$ cat config.mk
export PLATFORM = sky130hd
export DESIGN_NAME = longitudinal_drive_state_machine_unit
export DESIGN_NICKNAME = d
export VERILOG_FILES = /design/src/sv/ldsm_pkg.sv /design/src/sv/longitudinal_drive_state_machine_unit.sv /design/src/sv/ldsm_eval.sv /design/src/sv/ldsm_mode_fsm.sv
export SDC_FILE = /design/constraint.sdc
export NUM_CORES = 1
export LEC_CHECK = 0
export BUFFER_PORTS_ARGS = -buffer_cell sky130_fd_sc_hd__buf_2
export CORE_MARGIN = 1
export CORE_UTILIZATION = 35
export CTS_BUF_LIST = sky130_fd_sc_hd__clkbuf_8
export CTS_CLUSTER_SIZE = 16
export DETAILED_ROUTE_END_ITERATION = 7
export MAX_ROUTING_LAYER = met4
export PLACE_DENSITY = 0.49
export RECOVER_POWER = 50
export SETUP_SLACK_MARGIN = 0.05
export SLEW_MARGIN = 20
export SYNTH_ARGS = -nofsm -noshare
export SYNTH_HDL_FRONTEND = slang
export SYNTH_SLANG_ARGS = --single-unit
$ cat constraint.sdc
create_clock -name clk -period 7.1 [get_ports clk]
set_clock_uncertainty 0.05 [all_clocks]
set_input_delay 0.71 -clock clk [delete_from_list [all_inputs] [get_ports clk]]
set_output_delay 0.71 -clock clk [all_outputs]
set_load 0.005 [all_outputs]
$ cat src/sv/ldsm_pkg.sv
package ldsm_pkg;

  // Field and register widths
  localparam int DistW    = 21;
  localparam int SpeedW   = 18;
  localparam int AccelW   = 17;
  localparam int TgtW     = 17;
  localparam int CfgDistW = 20;
  localparam int VelLimW  = 17;
  localparam int AccLimW  = 16;
  localparam int WaitW    = 16;
  localparam int EnW      = 3;
  localparam int CfgIdxW  = 3;
  localparam int CfgDataW = 20;
  localparam int ModeW    = 2;

  // Register indexes on the configuration port
  localparam logic [CfgIdxW-1:0] REG_DEPART_STOP   = 3'd0;
  localparam logic [CfgIdxW-1:0] REG_DEPART_OFFSET = 3'd1;
  localparam logic [CfgIdxW-1:0] REG_STOPPING      = 3'd2;
  localparam logic [CfgIdxW-1:0] REG_VEL_LIMIT     = 3'd3;
  localparam logic [CfgIdxW-1:0] REG_ACC_LIMIT     = 3'd4;
  localparam logic [CfgIdxW-1:0] REG_WAIT_PERIODS  = 3'd5;
  localparam logic [CfgIdxW-1:0] REG_OVERSHOOT     = 3'd6;
  localparam logic [CfgIdxW-1:0] REG_FEATURES      = 3'd7;

  // Feature enable bit positions
  localparam int FEAT_SMOOTH    = 0;
  localparam int FEAT_OVERSHOOT = 1;
  localparam int FEAT_KEEP      = 2;

  // Reset values of the registers
  localparam logic [CfgDistW-1:0] RST_DEPART_STOP   = 20'd500;
  localparam logic [CfgDistW-1:0] RST_DEPART_OFFSET = 20'd1000;
  localparam logic [CfgDistW-1:0] RST_STOPPING      = 20'd500;
  localparam logic [VelLimW-1:0]  RST_VEL_LIMIT     = 17'd10;
  localparam logic [AccLimW-1:0]  RST_ACC_LIMIT     = 16'd100;
  localparam logic [WaitW-1:0]    RST_WAIT_PERIODS  = 16'd3;
  localparam logic [CfgDistW-1:0] RST_OVERSHOOT     = 20'd1500;
  localparam logic [EnW-1:0]      RST_FEATURES      = 3'd3;

  typedef struct packed {
    logic [CfgDistW-1:0] depart_stop;
    logic [CfgDistW-1:0] depart_offset;
    logic [CfgDistW-1:0] stopping;
    logic [VelLimW-1:0]  vel_limit;
    logic [AccLimW-1:0]  acc_limit;
    logic [WaitW-1:0]    wait_periods;
    logic [CfgDistW-1:0] overshoot;
    logic [EnW-1:0]      features;
  } ldsm_cfg_t;

  // Per-period conditions handed from the evaluator to the mode machine
  typedef struct packed {
    logic far;
    logic ctrl;
    logic not_running;
    logic dep_stopping;
    logic dep_stopped;
    logic keep;
    logic stopping;
    logic emerg;
    logic smooth_en;
  } ldsm_cond_t;

  typedef struct packed {
    logic [ModeW-1:0] mode;
    logic             mode_changed;
    logic             smooth_stop_start;
    logic             restart_drive;
    logic             keep_stopped;
  } ldsm_res_t;

endpackage

$ cat src/sv/longitudinal_drive_state_machine_unit.sv
// Path: a beat accepted into the input register is evaluated and mode-updated combinationally,
// and its result is captured in the output register, from which the result beat is taken.
// Throughput: one beat per cycle unless out_stall holds a full output register; the input and
// output registers each pass one beat per cycle around a single compare-and-select mode update.
// Reset (rst, synchronous): mode goes to stopped, the running history and idle count clear,
// both pipeline stages empty, and configuration returns to its reset values.
module longitudinal_drive_state_machine_unit
  import ldsm_pkg::*;
(
  input  logic                     clk,
  input  logic                     rst,
  input  logic                     cfg_write,
  input  logic [CfgIdxW-1:0]       cfg_index,
  input  logic [CfgDataW-1:0]      cfg_data,
  input  logic                     in_valid,
  output logic                     in_stall,
  input  logic signed [DistW-1:0]  stop_distance,
  input  logic signed [SpeedW-1:0] speed,
  input  logic signed [AccelW-1:0] accel,
  input  logic [TgtW-1:0]          nearest_target_speed,
  input  logic                     gear_forward,
  input  logic                     steer_converged,
  input  logic                     under_control,
  input  logic                     far_from_path,
  output logic                     out_valid,
  input  logic                     out_stall,
  output logic [ModeW-1:0]         mode,
  output logic                     mode_changed,
  output logic                     smooth_stop_start,
  output logic                     restart_drive,
  output logic                     keep_stopped
);

  ldsm_cfg_t               cfg;
  logic                    s1_valid;
  logic signed [DistW-1:0]  s1_dist;
  logic signed [SpeedW-1:0] s1_speed;
  logic signed [AccelW-1:0] s1_accel;
  logic [TgtW-1:0]         s1_tgt;
  logic                    s1_fwd;
  logic                    s1_steer;
  logic                    s1_ctrl;
  logic                    s1_far;
  logic                    advance;
  ldsm_cond_t              cond;
  ldsm_res_t               res;
  ldsm_res_t               out_res;

  // Move a beat to the output register when it is empty or being taken
  assign advance  = s1_valid && (!out_valid || !out_stall);
  assign in_stall = s1_valid && !advance;

  // Configuration registers
  always_ff @(posedge clk) begin
    if (rst) begin
      cfg.depart_stop   <= RST_DEPART_STOP;
      cfg.depart_offset <= RST_DEPART_OFFSET;
      cfg.stopping      <= RST_STOPPING;
      cfg.vel_limit     <= RST_VEL_LIMIT;
      cfg.acc_limit     <= RST_ACC_LIMIT;
      cfg.wait_periods  <= RST_WAIT_PERIODS;
      cfg.overshoot     <= RST_OVERSHOOT;
      cfg.features      <= RST_FEATURES;
    end else if (cfg_write) begin
      unique case (cfg_index)
        REG_DEPART_STOP:   cfg.depart_stop   <= cfg_data;
        REG_DEPART_OFFSET: cfg.depart_offset <= cfg_data;
        REG_STOPPING:      cfg.stopping      <= cfg_data;
        REG_VEL_LIMIT:     cfg.vel_limit     <= cfg_data[VelLimW-1:0];
        REG_ACC_LIMIT:     cfg.acc_limit     <= cfg_data[AccLimW-1:0];
        REG_WAIT_PERIODS:  cfg.wait_periods  <= cfg_data[WaitW-1:0];
        REG_OVERSHOOT:     cfg.overshoot     <= cfg_data;
        REG_FEATURES:      cfg.features      <= cfg_data[EnW-1:0];
        default:           cfg.features      <= cfg.features;
      endcase
    end
  end

  // Input register
  always_ff @(posedge clk) begin
    if (rst) begin
      s1_valid <= 1'b0;
    end else if (!in_stall) begin
      s1_valid <= in_valid;
    end
  end

  always_ff @(posedge clk) begin
    if (!in_stall && in_valid) begin
      s1_dist  <= stop_distance;
      s1_speed <= speed;
      s1_accel <= accel;
      s1_tgt   <= nearest_target_speed;
      s1_fwd   <= gear_forward;
      s1_steer <= steer_converged;
      s1_ctrl  <= under_control;
      s1_far   <= far_from_path;
    end
  end

  ldsm_eval u_eval (
    .stop_distance        (s1_dist),
    .speed                (s1_speed),
    .accel                (s1_accel),
    .nearest_target_speed (s1_tgt),
    .gear_forward         (s1_fwd),
    .steer_converged      (s1_steer),
    .under_control        (s1_ctrl),
    .far_from_path        (s1_far),
    .cfg                  (cfg),
    .cond                 (cond)
  );

  ldsm_mode_fsm u_fsm (
    .clk          (clk),
    .rst          (rst),
    .advance      (advance),
    .cond         (cond),
    .wait_periods (cfg.wait_periods),
    .res          (res)
  );

  // Output register
  always_ff @(posedge clk) begin
    if (rst) begin
      out_valid <= 1'b0;
    end else if (advance) begin
      out_valid <= 1'b1;
    end else if (!out_stall) begin
      out_valid <= 1'b0;
    end
  end

  always_ff @(posedge clk) begin
    if (advance) begin
      out_res <= res;
    end
  end

  assign mode              = out_res.mode;
  assign mode_changed      = out_res.mode_changed;
  assign smooth_stop_start = out_res.smooth_stop_start;
  assign restart_drive     = out_res.restart_drive;
  assign keep_stopped      = out_res.keep_stopped;

endmodule

$ cat src/sv/ldsm_eval.sv
module ldsm_eval
  import ldsm_pkg::*;
(
  input  logic signed [DistW-1:0]  stop_distance,
  input  logic signed [SpeedW-1:0] speed,
  input  logic signed [AccelW-1:0] accel,
  input  logic [TgtW-1:0]          nearest_target_speed,
  input  logic                     gear_forward,
  input  logic                     steer_converged,
  input  logic                     under_control,
  input  logic                     far_from_path,
  input  ldsm_cfg_t                cfg,
  output ldsm_cond_t               cond
);

  logic [SpeedW-1:0]       speed_mag;
  logic [AccelW-1:0]       accel_mag;
  logic                    halted;
  logic                    speed_neg;
  logic                    speed_pos;
  logic signed [DistW+1:0] dist_x;
  logic [CfgDistW:0]       depart_sum;
  logic signed [DistW+1:0] overshoot_neg;

  // Magnitudes of speed and acceleration, full range kept unsigned
  assign speed_mag = speed[SpeedW-1] ? $unsigned(-speed) : $unsigned(speed);
  assign accel_mag = accel[AccelW-1] ? $unsigned(-accel) : $unsigned(accel);

  assign halted    = (speed_mag < {1'b0, cfg.vel_limit}) &&
                     (accel_mag < {1'b0, cfg.acc_limit});
  assign speed_neg = speed[SpeedW-1];
  assign speed_pos = !speed[SpeedW-1] && (speed != '0);

  // Distance thresholds, compared at two extra bits
  assign dist_x        = {{2{stop_distance[DistW-1]}}, stop_distance};
  assign depart_sum    = {1'b0, cfg.depart_stop} + {1'b0, cfg.depart_offset};
  assign overshoot_neg = -$signed({3'b000, cfg.overshoot});

  always_comb begin
    cond.far          = far_from_path;
    cond.ctrl         = under_control;
    cond.not_running  = gear_forward ? (halted || speed_neg) : (halted || speed_pos);
    cond.dep_stopping = dist_x > $signed({2'b00, depart_sum});
    cond.dep_stopped  = dist_x > $signed({3'b000, cfg.depart_stop});
    cond.stopping     = dist_x < $signed({3'b000, cfg.stopping});
    cond.keep         = (speed == '0) && cfg.features[FEAT_KEEP] && !steer_converged;
    cond.emerg        = cfg.features[FEAT_OVERSHOOT] && (dist_x < overshoot_neg) &&
                        (nearest_target_speed == '0);
    cond.smooth_en    = cfg.features[FEAT_SMOOTH];
  end

endmodule

$ cat src/sv/ldsm_mode_fsm.sv
module ldsm_mode_fsm
  import ldsm_pkg::*;
(
  input  logic             clk,
  input  logic             rst,
  input  logic             advance,
  input  ldsm_cond_t       cond,
  input  logic [WaitW-1:0] wait_periods,
  output ldsm_res_t        res
);

  typedef enum logic [ModeW-1:0] {
    DRIVE     = 2'd0,
    STOPPING  = 2'd1,
    STOPPED   = 2'd2,
    EMERGENCY = 2'd3
  } mode_t;

  mode_t            mode;
  mode_t            mode_next;
  logic             seen_running;
  logic             seen_running_next;
  logic [WaitW-1:0] idle_periods;
  logic [WaitW-1:0] idle_periods_next;
  logic             running;
  logic             stopped_cond;
  logic             ss_start;
  logic             restart;
  logic             hold;

  // Track periods since the vehicle was last running
  assign running           = !cond.far && !cond.not_running;
  assign seen_running_next = seen_running || running;

  always_comb begin
    idle_periods_next = idle_periods;
    if (running) begin
      idle_periods_next = '0;
    end else if (seen_running && (idle_periods != '1)) begin
      idle_periods_next = idle_periods + 1'b1;
    end
  end

  assign stopped_cond = seen_running_next && (idle_periods_next > wait_periods);

  // Mode transitions
  always_comb begin
    mode_next = mode;
    ss_start  = 1'b0;
    restart   = 1'b0;
    hold      = 1'b0;
    if (!cond.far) begin
      unique case (mode)
        DRIVE: begin
          priority if (cond.emerg) begin
            mode_next = EMERGENCY;
          end else if (!cond.ctrl && stopped_cond && cond.keep) begin
            mode_next = STOPPED;
          end else if (cond.smooth_en) begin
            if (cond.stopping) begin
              mode_next = STOPPING;
              ss_start  = 1'b1;
            end
          end else if (stopped_cond && !cond.dep_stopped) begin
            mode_next = STOPPED;
          end else begin
            mode_next = mode;
          end
        end
        STOPPING: begin
          priority if (cond.emerg) begin
            mode_next = EMERGENCY;
          end else if (stopped_cond) begin
            mode_next = STOPPED;
          end else if (cond.dep_stopping) begin
            mode_next = DRIVE;
            restart   = 1'b1;
          end else begin
            mode_next = mode;
          end
        end
        STOPPED: begin
          priority if (cond.keep) begin
            hold = 1'b1;
          end else if (cond.dep_stopped) begin
            mode_next = DRIVE;
            restart   = 1'b1;
          end else begin
            mode_next = mode;
          end
        end
        EMERGENCY: begin
          priority if (stopped_cond) begin
            mode_next = STOPPED;
          end else if (!cond.emerg && !cond.ctrl) begin
            mode_next = DRIVE;
          end else begin
            mode_next = mode;
          end
        end
        default: begin
          mode_next = mode;
        end
      endcase
    end
  end

  always_comb begin
    res.mode              = mode_next;
    res.mode_changed      = (mode_next != mode);
    res.smooth_stop_start = ss_start;
    res.restart_drive     = restart;
    res.keep_stopped      = hold;
  end

  // Hold state; advance once per beat
  always_ff @(posedge clk) begin
    if (rst) begin
      mode         <= STOPPED;
      seen_running <= 1'b0;
      idle_periods <= '0;
    end else if (advance) begin
      mode         <= mode_next;
      seen_running <= seen_running_next;
      idle_periods <= idle_periods_next;
    end
  end

  a_restart_to_drive: assert property (@(posedge clk) disable iff (rst)
    res.restart_drive |-> (mode_next == DRIVE) && (mode == STOPPING || mode == STOPPED))
    else $error("restart strobe without a departure to drive");

  a_smooth_from_drive: assert property (@(posedge clk) disable iff (rst)
    res.smooth_stop_start |-> (mode == DRIVE) && (mode_next == STOPPING))
    else $error("smooth stop strobe without drive to stopping");

  a_keep_in_stopped: assert property (@(posedge clk) disable iff (rst)
    res.keep_stopped |-> (mode == STOPPED) && !res.mode_changed)
    else $error("keep stopped strobe outside stopped mode");

  a_idle_before_running: assert property (@(posedge clk) disable iff (rst)
    !seen_running |-> (idle_periods == '0))
    else $error("idle count moved before running was seen");

  a_running_clears_idle: assert property (@(posedge clk) disable iff (rst)
    (advance && running) |=> (idle_periods == '0) && seen_running)
    else $error("running period did not clear the idle count");

endmodule
== After elaboration in Yosys (flattened, before gate mapping) ==
Cells that the tools add are included.
W data, S select, Z words.
Storage, ports and cells
  register bits after elaboration: 236
Cells by class
  $add $sub $neg: 5
  equal/unequal tests: 13
  order comparisons: 7
  muxes and demuxes: 29
  reduce and logical (&&, ||, !) cells: 46
  bitwise gates (word level): 3
Operators with widths (count)
  $mux W16: 2
  $mux W2: 13
  $lt A21 B23 Y1: 1
  $neg A20 Y23: 1
  $gt A21 B22 Y1: 1
  $add A20 B20 Y21: 1
  $gt A21 B21 Y1: 1
  $lt A21 B21 Y1: 1
  $logic_not A18 Y1: 1
  $lt A18 B17 Y1: 1
  $mux W18: 1
  $neg A18 Y18: 1
  $reduce_bool A18 Y1: 1
  $logic_not A17 Y1: 1
  $lt A17 B16 Y1: 1
  $mux W17: 1
  $neg A17 Y17: 1
  $add A16 B1 Y16 const B: 1
  $gt A16 B16 Y1: 1
  $logic_and A1 B1 Y1: 16
  $ne A16 B16 Y1 const B: 1
  $reduce_and A2 Y1: 8
  $eq A3 B3 Y1 const B: 4
  $logic_not A1 Y1: 11
  15 further kinds: 31

== Depth between registers and ports, before layout ==
  word-level depth: 19
  gate-level depth with buffers: 24
  mapped depth without buffers: 23

== Hierarchy ==
Synthesis repeated with hierarchy kept, for this count alone.
Unflattened totals
  cell total of the unflattened synthesis: 1480
  area, all modules: 14408.8 µm²
By module, submodules not included
  longitudinal_drive_state_machine_unit: instances 1, area an instance 7741.2 µm², cells each 568
  ldsm_eval: instances 1, area an instance 4655.7 µm², cells each 634
  ldsm_mode_fsm: instances 1, area an instance 2011.9 µm², cells each 278

== Worst setup path before layout ==
No wires, ideal clock.
  path type: register to register
  start: register s1_speed[7]
  end: register out_res, in the netlist mode_changed (data pin)
  setup time: 0.261 ns
  setup slack: 1.902 ns
  path buffers: 1
  stages on the path, launching flop included: 24
  arrival time: 4.887 ns
  cell sequence: edfxtp_1 > or4_4 > nor2_2 > nand3_1 > o41ai_1 > xnor2_1 > ha_1 > nand2_1 > nor3_1 > nand4_1 > and4_1 > a21boi_0 > clkbuf_1 > nor2_1 > ha_1 > a21o_1 > a21o_1 > a221oi_1 > o21ai_0 > o211ai_2 > a31oi_4 > o211ai_1 > o211ai_1 > a221o_1
RTL lines
  start: declaration: RTL line longitudinal_drive_state_machine_unit.sv:37  | logic signed [SpeedW-1:0] s1_speed;
  start signal: assignment: RTL line longitudinal_drive_state_machine_unit.sv:91  | s1_speed <= speed;
  end signal: assignment: RTL line longitudinal_drive_state_machine_unit.sv:136  | out_res <= res;
  end: declaration: RTL line longitudinal_drive_state_machine_unit.sv:47  | ldsm_res_t out_res;

==> results by group <==
STA
  • Max Slew Vio Count: 168
  • Slew headroom: -1.97
  • Setup TNS: 0 ns
  • Setup violations, final: 0
  • Slew @ Worst Pin: 4.45 ns
  • Crit share post-route: 0.826
  • Final min period: 5.86 ns
  • Final hold viol count: 0
  • RSZ-0062 raised after global routing: false
  • F_max: 171 MHz
  • Worst Slack Setup Final: 1.24 ns

Floorplan
  • Die Footprint: 0.0401 mm^2
  • Starting Density: 0.356
  • Placement Rows: 72
  • Core ar.: 0.0386 mm^2
  • Die Ht: 200 um
  • Die width: 200 um
  • Top Ports: 113

Logic synthesis
  • Post-synth EDFFs: 83
  • Async S/R FF share, synth: 0
  • Synth top area cells: dfxtp_1 (22%), edfxtp_1 (18%), ha_1 (14%)
  • Post-synth top area cell: dfxtp_1
  • Synthesized net count: 1,832
  • Register bit total from synthesis: 236
  • Synthesized area per cell: 8.76 um^2
  • Mapped Area: 0.0137 mm^2
  • Register area share after synthesis: 0.404
  • Post-Synthesis Cells: 1,569
  • Synth unique cells: 78
  • Yosys top cell area share: 0.223
  • Synth Flop Type: dfxtp_1
  • Ys Warns: 0

Setup path
  • CP startpoint kind: register
  • Critical path type: register to register
  • Arrival time at the worst endpoint: 6.14 ns
  • Worst-path maximum fanout: 21
  • R2R depth: 23
  • Reg2reg setup slack: 1.24 ns
  • Crit. End Element: register
  • Required @ worst endpoint: 7.38 ns
  • R2r endpoint: mode_changed
  • Reg-to-Reg Start: s1_speed[7]

Routing
  • Vias/cell: 5.04
  • Initial drt markers: 652
  • Total Routed Length: 38.1 mm
  • Via count: 11,300
  • DRT antenna net count: 0
  • Post-DR wirelength/cell: 17.0 um
  • DRC violations left: 0
  • Initial DRT Pass Iterations: 4

Final layout
  • FILL cells: 3,926
  • Post-layout util: 0.407
  • P&R area growth vs syn: 14.5%
  • Ratio of cells with drive above 1 in the final layout: 0.115
  • Nets: 1,947

Power
  • Combinational Power Share: 0.113
  • Switch Pwr: 0.885 mW
  • Leakage: 6.36 nW
  • Seq pwr share: 0.463
  • Power per standard cell area: 206 mW/mm^2
  • Max IR drop VDD: 0.000212 V
  • Internal: 2.36 mW
  • Clock network fraction of design power: 0.424
  • Net Sw Frac: 0.273
  • Post-layout total power: 3.24 mW

Hold path
  • Hold Path End: s1_speed[3]
  • WHS Path Cells: 1
  • HP Class: input port to register
  • Hold Path Origin: speed[3]

Placed design
  • Post-DP HPWL: 27.4 mm
  • Pre-CTS WS: 1.24 ns
  • Port buffer count: 112
  • Gpl congestion: 0.866

Clock tree
  • Clk_lat worst skew: 0.62 ns
  • Clock root cell: clkbuf_8
  • Clock slew at reported path FFs: 0.06 ns
  • Clk sinks: 236
  • Setup Buffers After CTS: 0
  • Max H-tree Level: 2
  • Max clock buf depth: 3
  • Post-cts hold buffer count: 0
  • CTS tree: done
  • Cells resized by post-CTS repair: 0
  • TritonCTS Buffers: 45

Global route
  • GR Overflow Total: 0
  • Total track usage: 0.198
  • Initial antenna violation count: 4
  • Vias in the first global route: 10,900
  • Largest net degree at the start of global routing: 90
  • First-pass GRT wire length: 60.1 mm

Status
  • Failing checks: capacitance limit, slew limit
  • Status: finished with violations

Flow run
  • Max-Cap Viols: 2
## cells by family after synthesis
| logic type | synth area share |
|---|---|
| xor+xnor | 0.0497 |
| buf+inv | 0.0456 |
| simple gates | 0.199 |
| compound gates | 0.156 |
| fa+ha+maj | 0.144 |
| flops | 0.404 |
| mux | 0.00146 |
## power by group through the flow
stage          clock network (mW)  registers, mW  logic [mW]
2_1_floorplan                   0           1.51       0.245
4_1_cts                      1.43           1.50       0.373
5_1_grt                      1.48           1.51       0.420
3_5_place_dp                    0           1.53       0.371
3_3_place_gp                    0           1.53       0.365
6_report                     1.37           1.50       0.368
## flip-flops by register name, summed over array words and instances (netlist names), 2 cells and up
signal / count
s1_accel: 17
mode: 2
s1_speed: 18
u_fsm.idle_periods: 16
s1_dist: 21
cfg: 132
s1_tgt: 17
u_fsm.mode: 2
## cell usage after synthesis, types with 28 or more instances
library cell  instances
a21oi_1             164
o21ai_0              42
inv_1               116
dfxtp_1             153
clkbuf_1             43
ha_1                157
xor2_1               28
xnor2_1              50
nand3_1              32
nor2_1               87
nand2_1             312
edfxtp_1             83
## critical path, cell delays in order (launching register included)
cell	delay, ns
edfxtp_1	0.44
or4_4	0.56
nor2_2	0.14
nand3_1	0.13
o31ai_1	0.27
xnor2_1	0.22
ha_1	0.33
a211oi_1	0.33
o41ai_1	0.19
a31oi_1	0.16
and4_1	0.34
a21boi_1	0.09
buf_4	0.23
nor2_1	0.13
ha_1	0.25
a21o_1	0.18
a21o_1	0.17
a221oi_1	0.21
o21ai_0	0.15
o211ai_2	0.10
a31oi_4	0.09
o211ai_1	0.32
o211ai_1	0.13
a221o_1	0.36
## stage by stage
| step | cells | hold slack, ns | area [um^2] |
|---|---|---|---|
| after CTS | 2238 | 0.147 | 15700 |
| final | 2242 | 0.217 | 15700 |
| after global routing | 2242 | 0.169 | 15700 |
| after global placement | 2155 | 0.392 | 14800 |
| after floorplan | 1569 | 0.385 | 13700 |
| after detailed placement | 2155 | 0.398 | 14800 |
## metal layers
| layer | wire, um | track usage | share of wire | vias to the layer above |
|---|---|---|---|---|
| met5 | 0 | - | 0 | - |
| met4 | 1020 | 0.0692 | 0.027 | 0 |
| met3 | 1430 | 0.0306 | 0.038 | 68 |
| met2 | 18200 | 0.331 | 0.48 | 202 |
| met1 | 17400 | 0.242 | 0.46 | 5261 |
| li1 | - | - | - | 5771 |
## cell usage in the layout (no fill, tap or decap), types with 6 or more instances in the layout
cell type	synthesis	routed
a211oi_1	10	10
xnor2_1	50	50
clkinv_1	0	7
nand2b_1	16	16
o31ai_1	12	12
a21o_1	25	25
nor4_1	12	12
a211o_1	21	21
ha_1	157	157
nor2b_1	8	7
inv_1	116	135
dfxtp_1	153	153
buf_2	2	109
o41ai_1	6	6
o21ai_0	42	42
nor3_1	26	24
clkbuf_8	0	50
nand2_1	312	312
and4_1	10	10
or4_1	6	6
a21oi_1	164	164
and3_1	9	9
nand3_1	32	32
nor2_1	87	84
o21a_1	7	7
nand3b_1	19	19
and2_1	7	7
xor2_1	28	28
nand4_1	19	19
edfxtp_1	83	83
o211ai_1	8	8
## worst max path at each step
stage                        end  cells after the start        start
floorplan           mode_changed                     23  s1_speed[7]
global placement    mode_changed                     23  s1_speed[7]
detailed placement  mode_changed                     21  s1_accel[8]
CTS                 mode_changed                     23  s1_speed[7]
global route        mode_changed                     23  s1_speed[7]
finish              mode_changed                     23  s1_speed[7]
## final cells by class
| cell class | count | area (um^2) | area share |
|---|---|---|---|
| Multi-Input combinational cell | 1167 | 7580 | 0.482 |
| Antenna cell | 4 | 10.0 | 0.000636 |
| Tap cell | 518 | 648 | 0.0412 |
| Inverter | 116 | 435 | 0.0277 |
| Clock buffer | 50 | 688 | 0.0437 |
| Sequential cell | 236 | 5560 | 0.353 |
| Clock inverter | 33 | 218 | 0.0138 |
| Timing Repair Buffer | 118 | 598 | 0.0380 |
Power figures use the tool's default switching activity.
